File: src/design/u8u16_pkg.sv
// ----------------------------------------------------------------------------
// u8u16_pkg: shared types and constants of the UTF-8 to UTF-16 transcoder
// Command format passed from the decode front end to the unit emitter.
// ----------------------------------------------------------------------------
package u8u16_pkg;

   // default width of the capacity register and the unit counter
   localparam int CAPACITY_BITS_DEF = 16;
   // capacity after reset, in 16-bit units
   localparam int CAP_RESET         = 65535;
   // entries in the command queue between decoder and emitter
   localparam int QUEUE_DEPTH       = 4;

   localparam logic [15:0] SPACE_UNIT = 16'h0020;
   localparam logic [15:0] HI_SURR_BASE = 16'hD7C0;
   localparam logic [15:0] LO_SURR_BASE = 16'hDC00;
   localparam logic [30:0] MAX_CODE_POINT = 31'h10FFFF;

   // what the emitter does after any replacement spaces of a command
   typedef enum logic [2:0] {
      ACT_NONE,
      ACT_UNIT,
      ACT_PAIR,
      ACT_ERROR,
      ACT_TERM
   } u8u16_act_type;

   typedef struct packed {
      logic [2:0]    spaces;   // replacement spaces ahead of the action
      u8u16_act_type act;
      logic [15:0]   unit0;    // single unit, or high surrogate
      logic [15:0]   unit1;    // low surrogate
   } u8u16_cmd_type;

endpackage

File: src/design/u8u16_if.sv
// ----------------------------------------------------------------------------
// u8u16 channel interfaces
// Byte request, unit response and capacity register write channels.
// ----------------------------------------------------------------------------
interface u8u16_req_if;
   logic       valid;
   logic       ready;
   logic [7:0] byte_value;

   modport source (output valid, output byte_value, input ready);
   modport sink   (input valid, input byte_value, output ready);
endinterface

interface u8u16_rsp_if;
   logic        valid;
   logic        ready;
   logic [15:0] code_unit;
   logic        is_last;
   logic        range_error;
   logic [15:0] units_written;

   modport source (output valid, output code_unit, output is_last,
                   output range_error, output units_written, input ready);
   modport sink   (input valid, input code_unit, input is_last,
                   input range_error, input units_written, output ready);
endinterface

interface u8u16_csr_if #(
   parameter int DATA_BITS = u8u16_pkg::CAPACITY_BITS_DEF
);
   logic                 valid;
   logic                 ready;
   logic [DATA_BITS-1:0] data;

   modport source (output valid, output data, input ready);
   modport sink   (input valid, input data, output ready);
endinterface

File: src/design/u8u16_front.sv
// ----------------------------------------------------------------------------
// u8u16_front: UTF-8 sequence decoder
// Takes one byte per transfer, gathers sequences and queues emit commands.
// ----------------------------------------------------------------------------
module u8u16_front (
   input  logic                    clock,
   input  logic                    reset,
   u8u16_req_if.sink               req_if,
   input  logic                    full_i,
   output logic                    push_o,
   output u8u16_pkg::u8u16_cmd_type cmd_o
);

   logic [30:0] acc_ff, acc_in;
   logic [2:0]  need_ff, need_in;
   logic [2:0]  taken_ff, taken_in;

   logic        accept;
   logic        fresh;
   logic [2:0]  taken_p1;
   logic [30:0] acc_cat;
   logic [7:0]  b;

   assign b        = req_if.byte_value;
   assign req_if.ready = !full_i;
   assign accept   = req_if.valid && !full_i;
   assign taken_p1 = taken_ff + 3'd1;
   assign acc_cat  = {acc_ff[24:0], b[5:0]};

   always_comb begin
      acc_in      = acc_ff;
      need_in     = need_ff;
      taken_in    = taken_ff;
      cmd_o.spaces = 3'd0;
      cmd_o.act   = u8u16_pkg::ACT_NONE;
      cmd_o.unit0 = 16'd0;
      cmd_o.unit1 = 16'd0;
      fresh       = 1'b0;

      if (need_ff != 3'd0) begin
         if (b[7:6] == 2'b10) begin
            acc_in   = acc_cat;
            taken_in = taken_p1;
            if (taken_p1 >= need_ff) begin
               acc_in   = 31'd0;
               need_in  = 3'd0;
               taken_in = 3'd0;
               if (acc_cat[30:16] == 15'd0) begin
                  cmd_o.act   = u8u16_pkg::ACT_UNIT;
                  cmd_o.unit0 = acc_cat[15:0];
               end else if (acc_cat <= u8u16_pkg::MAX_CODE_POINT) begin
                  cmd_o.act   = u8u16_pkg::ACT_PAIR;
                  cmd_o.unit0 = u8u16_pkg::HI_SURR_BASE + {5'd0, acc_cat[20:10]};
                  cmd_o.unit1 = u8u16_pkg::LO_SURR_BASE + {6'd0, acc_cat[9:0]};
               end else begin
                  cmd_o.act = u8u16_pkg::ACT_ERROR;
               end
            end
         end else begin
            // broken sequence: lead plus continuations taken become spaces
            cmd_o.spaces = taken_p1;
            acc_in       = 31'd0;
            need_in      = 3'd0;
            taken_in     = 3'd0;
            fresh        = 1'b1;
         end
      end else begin
         fresh = 1'b1;
      end

      if (fresh) begin
         priority if (b == 8'd0) begin
            cmd_o.act = u8u16_pkg::ACT_TERM;
         end else if (!b[7]) begin
            cmd_o.act   = u8u16_pkg::ACT_UNIT;
            cmd_o.unit0 = {8'd0, b};
         end else if (b[7:5] == 3'b110) begin
            need_in  = 3'd1;
            taken_in = 3'd0;
            acc_in   = {26'd0, b[4:0]};
         end else if (b[7:4] == 4'b1110) begin
            need_in  = 3'd2;
            taken_in = 3'd0;
            acc_in   = {27'd0, b[3:0]};
         end else if (b[7:3] == 5'b11110) begin
            need_in  = 3'd3;
            taken_in = 3'd0;
            acc_in   = {28'd0, b[2:0]};
         end else if (b[7:2] == 6'b111110) begin
            need_in  = 3'd4;
            taken_in = 3'd0;
            acc_in   = {29'd0, b[1:0]};
         end else if (b[7:1] == 7'b1111110) begin
            need_in  = 3'd5;
            taken_in = 3'd0;
            acc_in   = {30'd0, b[0]};
         end else begin
            // stray continuation, 0xFE or 0xFF
            cmd_o.act   = u8u16_pkg::ACT_UNIT;
            cmd_o.unit0 = u8u16_pkg::SPACE_UNIT;
         end
      end
   end

   assign push_o = accept && (cmd_o.spaces != 3'd0 || cmd_o.act != u8u16_pkg::ACT_NONE);

   always_ff @(posedge clock) begin
      if (reset) begin
         acc_ff   <= 31'd0;
         need_ff  <= 3'd0;
         taken_ff <= 3'd0;
      end else if (accept) begin
         acc_ff   <= acc_in;
         need_ff  <= need_in;
         taken_ff <= taken_in;
      end
   end

   a_taken_below_need: assert property (@(posedge clock) disable iff (reset)
      need_ff != 3'd0 |-> taken_ff < need_ff)
      else $error("continuation count reached sequence length");

   a_idle_clear: assert property (@(posedge clock) disable iff (reset)
      need_ff == 3'd0 |-> taken_ff == 3'd0 && acc_ff == 31'd0)
      else $error("decoder state left over outside a sequence");

   a_push_not_full: assert property (@(posedge clock) disable iff (reset)
      push_o |-> !full_i)
      else $error("command pushed into full queue");

endmodule

File: src/design/u8u16_queue.sv
// ----------------------------------------------------------------------------
// u8u16_queue: command queue
// Small FIFO between decoder and emitter, head visible without a read delay.
// ----------------------------------------------------------------------------
module u8u16_queue (
   input  logic                     clock,
   input  logic                     reset,
   input  logic                     push_i,
   input  u8u16_pkg::u8u16_cmd_type push_cmd_i,
   output logic                     full_o,
   input  logic                     pop_i,
   output logic                     head_valid_o,
   output u8u16_pkg::u8u16_cmd_type head_cmd_o
);

   localparam int DEPTH = u8u16_pkg::QUEUE_DEPTH;
   localparam int PTR_W = (DEPTH > 1) ? $clog2(DEPTH) : 1;
   localparam int CNT_W = $clog2(DEPTH + 1);

   u8u16_pkg::u8u16_cmd_type slot_ff [DEPTH];
   logic [PTR_W-1:0] wr_ff, wr_in;
   logic [PTR_W-1:0] rd_ff, rd_in;
   logic [CNT_W-1:0] cnt_ff, cnt_in;
   logic             do_pop;

   assign full_o       = (cnt_ff == CNT_W'(DEPTH));
   assign head_valid_o = (cnt_ff != '0);
   assign head_cmd_o   = slot_ff[rd_ff];
   assign do_pop       = pop_i && head_valid_o;

   always_comb begin
      wr_in  = wr_ff;
      rd_in  = rd_ff;
      cnt_in = cnt_ff;
      if (push_i) begin
         wr_in = (wr_ff == PTR_W'(DEPTH - 1)) ? '0 : wr_ff + PTR_W'(1);
      end
      if (do_pop) begin
         rd_in = (rd_ff == PTR_W'(DEPTH - 1)) ? '0 : rd_ff + PTR_W'(1);
      end
      if (push_i && !do_pop) begin
         cnt_in = cnt_ff + CNT_W'(1);
      end else if (!push_i && do_pop) begin
         cnt_in = cnt_ff - CNT_W'(1);
      end
   end

   always_ff @(posedge clock) begin
      if (push_i) begin
         slot_ff[wr_ff] <= push_cmd_i;
      end
   end

   always_ff @(posedge clock) begin
      if (reset) begin
         wr_ff  <= '0;
         rd_ff  <= '0;
         cnt_ff <= '0;
      end else begin
         wr_ff  <= wr_in;
         rd_ff  <= rd_in;
         cnt_ff <= cnt_in;
      end
   end

   a_cnt_range: assert property (@(posedge clock) disable iff (reset)
      cnt_ff <= CNT_W'(DEPTH))
      else $error("queue fill beyond depth");

   a_ptr_gap: assert property (@(posedge clock) disable iff (reset)
      cnt_ff == '0 |-> wr_ff == rd_ff)
      else $error("empty queue with pointers apart");

   a_pop_valid: assert property (@(posedge clock) disable iff (reset)
      pop_i |-> head_valid_o)
      else $error("pop from empty queue");

endmodule

File: src/design/u8u16_back.sv
// ----------------------------------------------------------------------------
// u8u16_back: UTF-16 unit emitter
// Plays queued commands one unit per cycle, rsp allowing, under capacity limit.
// ----------------------------------------------------------------------------
module u8u16_back #(
   parameter int CAPACITY_BITS = u8u16_pkg::CAPACITY_BITS_DEF
) (
   input  logic                     clock,
   input  logic                     reset,
   input  logic [CAPACITY_BITS-1:0] cap_i,
   input  logic                     head_valid_i,
   input  u8u16_pkg::u8u16_cmd_type head_cmd_i,
   output logic                     pop_o,
   u8u16_rsp_if.source              rsp_if
);

   localparam int CW = CAPACITY_BITS + 2;

   logic [CAPACITY_BITS-1:0] count_ff, count_in;
   logic                     stopped_ff, stopped_in;
   logic                     rdone_ff, rdone_in;
   logic                     second_ff, second_in;
   logic [2:0]               slot_ff, slot_in;

   logic        out_valid_ff, out_valid_in;
   logic [15:0] out_unit_ff, out_unit_in;
   logic        out_last_ff, out_last_in;
   logic        out_err_ff, out_err_in;
   logic [15:0] out_cnt_ff, out_cnt_in;

   logic                     can_out;
   logic                     load;
   logic                     blocked;
   logic                     room1, room2;
   logic [CAPACITY_BITS-1:0] eff_cap;
   logic [2:0]               slot_p1;

   assign can_out = !out_valid_ff || rsp_if.ready;
   assign blocked = stopped_ff || rdone_ff;
   assign eff_cap = (cap_i == '0) ? CAPACITY_BITS'(1) : cap_i;
   assign room1   = (CW'(count_ff) + CW'(1)) < CW'(eff_cap);
   assign room2   = (CW'(count_ff) + CW'(2)) < CW'(eff_cap);
   assign slot_p1 = slot_ff + 3'd1;

   always_comb begin
      count_in    = count_ff;
      stopped_in  = stopped_ff;
      rdone_in    = rdone_ff;
      second_in   = second_ff;
      slot_in     = slot_ff;
      pop_o       = 1'b0;
      load        = 1'b0;
      out_unit_in = 16'd0;
      out_last_in = 1'b0;
      out_err_in  = 1'b0;
      out_cnt_in  = 16'd0;

      if (head_valid_i && can_out) begin
         if (second_ff) begin
            // low surrogate: room was reserved with the high one
            load        = 1'b1;
            out_unit_in = head_cmd_i.unit1;
            count_in    = count_ff + CAPACITY_BITS'(1);
            second_in   = 1'b0;
            pop_o       = 1'b1;
         end else if (slot_ff < head_cmd_i.spaces) begin
            if (!blocked) begin
               if (room1) begin
                  load        = 1'b1;
                  out_unit_in = u8u16_pkg::SPACE_UNIT;
                  count_in    = count_ff + CAPACITY_BITS'(1);
               end else begin
                  stopped_in = 1'b1;
               end
            end
            slot_in = slot_p1;
            if (slot_p1 == head_cmd_i.spaces && head_cmd_i.act == u8u16_pkg::ACT_NONE) begin
               pop_o = 1'b1;
            end
         end else begin
            unique case (head_cmd_i.act)
               u8u16_pkg::ACT_UNIT: begin
                  if (!blocked) begin
                     if (room1) begin
                        load        = 1'b1;
                        out_unit_in = head_cmd_i.unit0;
                        count_in    = count_ff + CAPACITY_BITS'(1);
                     end else begin
                        stopped_in = 1'b1;
                     end
                  end
                  pop_o = 1'b1;
               end
               u8u16_pkg::ACT_PAIR: begin
                  if (!blocked && room2) begin
                     load        = 1'b1;
                     out_unit_in = head_cmd_i.unit0;
                     count_in    = count_ff + CAPACITY_BITS'(1);
                     second_in   = 1'b1;
                  end else begin
                     if (!blocked) begin
                        stopped_in = 1'b1;
                     end
                     pop_o = 1'b1;
                  end
               end
               u8u16_pkg::ACT_ERROR: begin
                  if (!blocked) begin
                     load        = 1'b1;
                     out_last_in = 1'b1;
                     out_err_in  = 1'b1;
                     out_cnt_in  = 16'(count_ff);
                     rdone_in    = 1'b1;
                  end
                  pop_o = 1'b1;
               end
               u8u16_pkg::ACT_TERM: begin
                  if (!rdone_ff) begin
                     load        = 1'b1;
                     out_last_in = 1'b1;
                     out_cnt_in  = 16'(count_ff);
                  end
                  count_in   = '0;
                  stopped_in = 1'b0;
                  rdone_in   = 1'b0;
                  pop_o      = 1'b1;
               end
               default: begin
                  pop_o = 1'b1;
               end
            endcase
         end
         if (pop_o) begin
            slot_in = 3'd0;
         end
      end
   end

   assign out_valid_in = load || (out_valid_ff && !rsp_if.ready);

   always_ff @(posedge clock) begin
      if (reset) begin
         count_ff     <= '0;
         stopped_ff   <= 1'b0;
         rdone_ff     <= 1'b0;
         second_ff    <= 1'b0;
         slot_ff      <= 3'd0;
         out_valid_ff <= 1'b0;
      end else begin
         count_ff     <= count_in;
         stopped_ff   <= stopped_in;
         rdone_ff     <= rdone_in;
         second_ff    <= second_in;
         slot_ff      <= slot_in;
         out_valid_ff <= out_valid_in;
      end
   end

   always_ff @(posedge clock) begin
      if (load) begin
         out_unit_ff <= out_unit_in;
         out_last_ff <= out_last_in;
         out_err_ff  <= out_err_in;
         out_cnt_ff  <= out_cnt_in;
      end
   end

   assign rsp_if.valid         = out_valid_ff;
   assign rsp_if.code_unit     = out_unit_ff;
   assign rsp_if.is_last       = out_last_ff;
   assign rsp_if.range_error   = out_err_ff;
   assign rsp_if.units_written = out_cnt_ff;

   a_pair_holds_head: assert property (@(posedge clock) disable iff (reset)
      second_ff |-> head_valid_i && !rdone_ff && !stopped_ff)
      else $error("low surrogate pending without its command");

   a_low_surrogate: assert property (@(posedge clock) disable iff (reset)
      (can_out && head_valid_i && second_ff) |=>
         rsp_if.valid && rsp_if.code_unit[15:10] == 6'b110111)
      else $error("second unit of a pair is not a low surrogate");

   a_term_clears: assert property (@(posedge clock) disable iff (reset)
      (pop_o && !second_ff && slot_ff >= head_cmd_i.spaces &&
       head_cmd_i.act == u8u16_pkg::ACT_TERM) |=>
         count_ff == '0 && !stopped_ff && !rdone_ff)
      else $error("string state not cleared at terminator");

endmodule

File: src/design/utf8_to_utf16_transcoder.sv
// ----------------------------------------------------------------------------
// utf8_to_utf16_transcoder: streaming UTF-8 to UTF-16 converter
// Byte-in, code-unit-out transcoder with a capacity limit and unit count.
// ----------------------------------------------------------------------------
// One UTF-8 byte of a NUL-terminated string arrives per req transfer; UTF-16
// code units leave on rsp, one per transfer, with is_last set on the
// terminator (carrying units_written) or on the single range-error result.
// A decode front end takes one byte every cycle while its command queue
// (QUEUE_DEPTH entries) has room and turns each byte into at most one
// command; an emitter plays each command out at one unit per cycle while the
// receiver is ready. Plain text streams at one byte per cycle; a byte that
// yields several results (a surrogate pair, or up to five spaces for a broken
// sequence plus the byte itself) holds the emitter while the queue keeps
// taking input. Commands whose units the capacity limit drops still pass
// through the emitter. The response register lets a new unit load in the
// same cycle the previous one transfers. The user must write the capacity
// register through csr only while the block is idle, which the block does
// not enforce; it takes effect on the next byte, no clearing pass at reset.
// ----------------------------------------------------------------------------
module utf8_to_utf16_transcoder #(
   parameter int CAPACITY_BITS = u8u16_pkg::CAPACITY_BITS_DEF
) (
   input  logic        clock,
   input  logic        reset,
   u8u16_req_if.sink   req_if,
   u8u16_rsp_if.source rsp_if,
   u8u16_csr_if.sink   csr_if
);

   // capacity register, counted in 16-bit units including the terminator
   logic [CAPACITY_BITS-1:0] cap_ff;

   // front end to queue
   logic                     q_push;
   logic                     q_full;
   u8u16_pkg::u8u16_cmd_type q_push_cmd;

   // queue to emitter
   logic                     q_pop;
   logic                     q_head_valid;
   u8u16_pkg::u8u16_cmd_type q_head_cmd;

   // writes are always taken
   assign csr_if.ready = 1'b1;

   always_ff @(posedge clock) begin
      if (reset) begin
         cap_ff <= CAPACITY_BITS'(u8u16_pkg::CAP_RESET);
      end else if (csr_if.valid) begin
         cap_ff <= CAPACITY_BITS'(csr_if.data);
      end
   end

   // byte decode: sequence gathering, lead classification, surrogate split
   u8u16_front u_front (
      .clock  (clock),
      .reset  (reset),
      .req_if (req_if),
      .full_i (q_full),
      .push_o (q_push),
      .cmd_o  (q_push_cmd)
   );

   // absorbs bursts of multi-unit commands
   u8u16_queue u_queue (
      .clock        (clock),
      .reset        (reset),
      .push_i       (q_push),
      .push_cmd_i   (q_push_cmd),
      .full_o       (q_full),
      .pop_i        (q_pop),
      .head_valid_o (q_head_valid),
      .head_cmd_o   (q_head_cmd)
   );

   // unit emission: capacity check, stop and error state, unit count
   u8u16_back #(
      .CAPACITY_BITS (CAPACITY_BITS)
   ) u_back (
      .clock        (clock),
      .reset        (reset),
      .cap_i        (cap_ff),
      .head_valid_i (q_head_valid),
      .head_cmd_i   (q_head_cmd),
      .pop_o        (q_pop),
      .rsp_if       (rsp_if)
   );

endmodule

File: src/flat_wrapper.sv
// flat-port wrapper written by rule: the top's interface ports become plain ports
module utf8_to_utf16_transcoder_flat 
#(
   parameter int CAPACITY_BITS = u8u16_pkg::CAPACITY_BITS_DEF
)
  (clock, reset, req_if_valid, req_if_byte_value, req_if_ready, rsp_if_valid, rsp_if_code_unit, rsp_if_is_last, rsp_if_range_error, rsp_if_units_written, rsp_if_ready, csr_if_valid, csr_if_data, csr_if_ready);
  u8u16_req_if req_if_i ();
  u8u16_rsp_if rsp_if_i ();
  u8u16_csr_if #(.DATA_BITS(u8u16_pkg::CAPACITY_BITS_DEF)) csr_if_i ();
  input  logic clock;
  input  logic reset;
  input wire logic [$bits(req_if_i.valid)-1:0] req_if_valid;
  input wire logic [$bits(req_if_i.byte_value)-1:0] req_if_byte_value;
  output wire logic [$bits(req_if_i.ready)-1:0] req_if_ready;
  output wire logic [$bits(rsp_if_i.valid)-1:0] rsp_if_valid;
  output wire logic [$bits(rsp_if_i.code_unit)-1:0] rsp_if_code_unit;
  output wire logic [$bits(rsp_if_i.is_last)-1:0] rsp_if_is_last;
  output wire logic [$bits(rsp_if_i.range_error)-1:0] rsp_if_range_error;
  output wire logic [$bits(rsp_if_i.units_written)-1:0] rsp_if_units_written;
  input wire logic [$bits(rsp_if_i.ready)-1:0] rsp_if_ready;
  input wire logic [$bits(csr_if_i.valid)-1:0] csr_if_valid;
  input wire logic [$bits(csr_if_i.data)-1:0] csr_if_data;
  output wire logic [$bits(csr_if_i.ready)-1:0] csr_if_ready;
  assign req_if_i.valid = req_if_valid;
  assign req_if_i.byte_value = req_if_byte_value;
  assign req_if_ready = req_if_i.ready;
  assign rsp_if_valid = rsp_if_i.valid;
  assign rsp_if_code_unit = rsp_if_i.code_unit;
  assign rsp_if_is_last = rsp_if_i.is_last;
  assign rsp_if_range_error = rsp_if_i.range_error;
  assign rsp_if_units_written = rsp_if_i.units_written;
  assign rsp_if_i.ready = rsp_if_ready;
  assign csr_if_i.valid = csr_if_valid;
  assign csr_if_i.data = csr_if_data;
  assign csr_if_ready = csr_if_i.ready;
  utf8_to_utf16_transcoder #(.CAPACITY_BITS(CAPACITY_BITS)) u_core (.clock(clock), .reset(reset), .req_if(req_if_i), .rsp_if(rsp_if_i), .csr_if(csr_if_i));
endmodule
File: config.mk
export PLATFORM = sky130hd
export DESIGN_NAME = utf8_to_utf16_transcoder_flat
export DESIGN_NICKNAME = d
export VERILOG_FILES = /design/src/design/u8u16_pkg.sv /design/src/design/u8u16_if.sv /design/src/design/u8u16_front.sv /design/src/design/u8u16_queue.sv /design/src/design/u8u16_back.sv /design/src/design/utf8_to_utf16_transcoder.sv /design/src/flat_wrapper.sv
export SDC_FILE = /design/constraint.sdc
export NUM_CORES = 1
export LEC_CHECK = 0
export BUFFER_PORTS_ARGS = -buffer_cell sky130_fd_sc_hd__buf_2
export CAP_MARGIN = 10
export CORE_ASPECT_RATIO = 0.75
export CORE_MARGIN = 10
export CORE_UTILIZATION = 60
export DETAILED_ROUTE_END_ITERATION = 12
export GPL_ROUTABILITY_DRIVEN = 0
export PLACE_DENSITY = 0.78
export SETUP_SLACK_MARGIN = 0.05
export SYNTH_ARGS = -nofsm -noshare
export SYNTH_HDL_FRONTEND = slang
export SYNTH_HIERARCHICAL = 1
export SYNTH_SLANG_ARGS = --single-unit
File: constraint.sdc
create_clock -name clock -period 6.3 [get_ports clock]
set_input_delay 0.315 -clock clock [delete_from_list [all_inputs] [get_ports clock]]
set_output_delay 0.315 -clock clock [all_outputs]
set_load 0.02 [all_outputs]
==> impl_metrics.yaml <==
status:
  outcome: "finished, final reports clean"
drt:
  drt-pass1-iter-count: 5
  top_layer_used: "met4"
  finalWirelength_mm: 27.7
  met2_wirelength_mm: 11.4
  drt_iter0_drc: 966
  drc: 0
  wl_per_cell_microns: 20.8
  wl_met1_mm: 12.9
  via_count: 8230
  antenna_left: 0
  vias_per_cell: 6.17
  dr_wl_met3_mm: 2.96
cells_and_area:
  syn_to_final_growth_pct: 11.2
  layout_commonest_cell: "edfxtp_1"
  drive_gt1_share_pct: 17.8
  nets: 1108
  layout_common_cells: "edfxtp_1, dfxtp_1, nor2_1, buf_2, nand2_1"
  n_fill_cell: 1459
  antennaDiodeCount: 0
logic_synthesis:
  yosysWarnings: 6
  async_flop_share_pct: 0
  yosys_register_bits: 265
  syn_nets: 1054
  synth_cells: 978
  yosysSeqAreaShare_pct: 57.3
  ys_types: 79
  ys.flop_type: "edfxtp_1"
  synth-edff-count: 186
  syn_area_per_cell_sq_um: 12.8
  syn-cell-area_sq_um: 12500
clock_network:
  cts.repair_timing.setup_buffer_count: 0
  cts-root-buf: "clkbuf_16"
  clk_latency_ns: 0.53
  cts.clk_slew.worst_paths_ns: 0.06
  cts_hold_buf: 12
  ctsResizeCount: 0
  clk_path_buf_depth: 3
  cts_sinks: 265
  cts_inserted_buffers: 25
  h-tree-depth: 1
  cts_tree: "yes"
global_routing:
  antenna_found_initial: 0
  grt-ovfl-total: 0
  grt_pass1_vias: 7644
  grt_max_degree: 70
  grt_pass1_wl_mm: 43.2
  track_usage_pct: 19.6
timing:
  fin_crit_ns: 4.92
  setup_viol: 0
  slew_headroom_pct: 14.0
  finClkSkew_ns: 0.0141
  finalHoldViolCount: 0
  tightest_slew_ns: 1.29
  period_share_pct: 78.1
  finalMaxSlewViolations: 0
  rsz0062_at_grt: "no"
  hold_ws_ns: 0.0103
  fmax_ghz: 0.203
  tns_ns: 0
die:
  chipHeight_microns: 145
  dieArea_sq_um: 27100
  core.rowCount: 45
  core_region_area_sq_um: 20400
  die_x_microns: 187
  pin_count: 66
  start_util_pct: 61.4
setup_path:
  critPathKind: "reg2reg"
  crit_arrival_ns: 5.08
  required_ns: 6.47
  reg2reg_setup_slack_ns: 1.38
  cp-end-kind: "flop"
  critPathLaunchType: "flop"
  cp_max_fo: 34
worst_hold_path:
  hold_class: "in2reg"
power_and_ir_drop:
  p_leak_nw: 5.20
  p_sw_mw: 1.62
  max-vdd-ir-drop_v: 0.000168
  p_seq_share_pct: 44.2
  power_frac_comb_pct: 25.7
  power_density_nw_per_um2: 374
  clockPowerShare_pct: 30.1
  swShare_pct: 31.1
  internal-power_mw: 3.58
place:
  portBuffers: 64
  hpwlAfterDp_mm: 18.1
run:
  max_cap_viol_count: 0
==> flip-flops by register name (all words and copies together) (netlist names), 16 cells and up, named ones only <==
| signal | count |
|---|---|
| u_core/cap_ff | 16 |
| u_core/u_back/count_ff | 16 |
| u_core/u_back/rsp_if.code_unit | 16 |
| u_core/u_back/rsp_if.units_written | 16 |
| u_core/u_front/acc_ff | 25 |
| u_core/u_queue/slot_ff | 152 |
==> synth_stat cells (23+ instances only) <==
library cell	n	area (sq um)
a21oi_1	38	190
a22o_1	24	210
and2_1	33	206
clkbuf_1	23	86.3
dfxtp_1	79	1580
edfxtp_1	186	5590
ha_1	46	576
inv_1	40	150
mux4_2	38	856
nand2_1	55	206
nor2_1	68	255
nor2b_1	26	163
o21ai_0	26	130
==> cells by family (layout without fill, tap and decap cells) <==
family	Yosys count	in the layout	share of synthesized area (%)
compound gates	207	207	12.4
xor+xnor	30	30	2.10
fa+ha+maj	47	47	4.76
buf+inv	97	170	3.96
flops	265	265	57.3
mux	44	44	7.32
other cells	2	2	0.0600
simple gates	286	286	12.0
==> stage by stage <==
stage | area, sq um | cells | total power [mW] | setup slack, ns | util, %
6_report | 13900 | 1333 | 5.21 | 1.38 | 68.2
5_1_grt | 13900 | 1333 | 5.44 | 1.06 | 68.2
4_1_cts | 13900 | 1333 | 5.23 | 1.42 | 68.2
3_5_place_dp | 12900 | 1275 | 3.66 | 1.44 | 63.4
3_3_place_gp | 12900 | 1275 | 3.62 | 1.56 | 63.4
2_1_floorplan | 12500 | 978 | 3.28 | 1.11 | -
==> cell type report <==
| class | count | area [sq um] | share of cell area, % |
|---|---|---|---|
| Sequential cell | 265 | 7170 | 51.6 |
| Multi-Input combinational cell | 616 | 4870 | 35.0 |
| Clock buffer | 27 | 633 | 4.55 |
| Timing Repair Buffer | 84 | 500 | 3.60 |
| Tap cell | 282 | 353 | 2.54 |
| Clock inverter | 19 | 225 | 1.62 |
| Inverter | 40 | 150 | 1.08 |
==> path summary, 6_finish.rpt <==
kind / endpoint / startpoint / cells after the start
worst max register to register: u_core/u_back/rsp_if.code_unit[1]$_SDFFCE_PN0P_ / u_core/u_back/count_ff[0]$_SDFFE_PP0P_ / 15
worst max-delay path: u_core/u_back/rsp_if.code_unit[1]$_SDFFCE_PN0P_ / u_core/u_back/count_ff[0]$_SDFFE_PP0P_ / 15
worst min-delay path: u_core/cap_ff[11]$_SDFFE_PP1P_ / csr_if_data[11] / 2
worst min register to register: u_core/u_front/taken_ff[2]$_SDFFE_PP0P_ / u_core/u_front/taken_ff[2]$_SDFFE_PP0P_ / 2
==> power by group through the flow <==
stage	sequential (mW)	combinational (mW)	clock (mW)
floorplan	2.44	0.834	0
global placement	2.32	1.30	0
detailed placement	2.34	1.32	0
CTS	2.30	1.33	1.59
global route	2.33	1.45	1.66
finish	2.30	1.34	1.57
==> worst max-delay path, stage by stage, from the launching register on <==
cell and delay, ns:
dfxtp_1 0.69, ha_1 0.34, nand3_1 0.19, or3_1 0.44, or2_2 0.29, nand2_1 0.12
ha_1 0.27, a211oi_1 0.29, o211ai_1 0.13, nor3_1 0.28, nor2_1 0.13, or2_2 0.35
nor2_1 0.11, o311ai_0 0.28, a21oi_4 0.22, buf_4 0.42
==> routing by layer <==
| layer | vias up | global-route usage [%] |
|---|---|---|
| li1 | 3816 | - |
| met1 | 3972 | 31.0 |
| met2 | 407 | 26.1 |
| met3 | 35 | 4.78 |
| met4 | 0 | 4.34 |
| met5 | - | 0 |
Note: power is estimated with default switching activity, not from simulation.
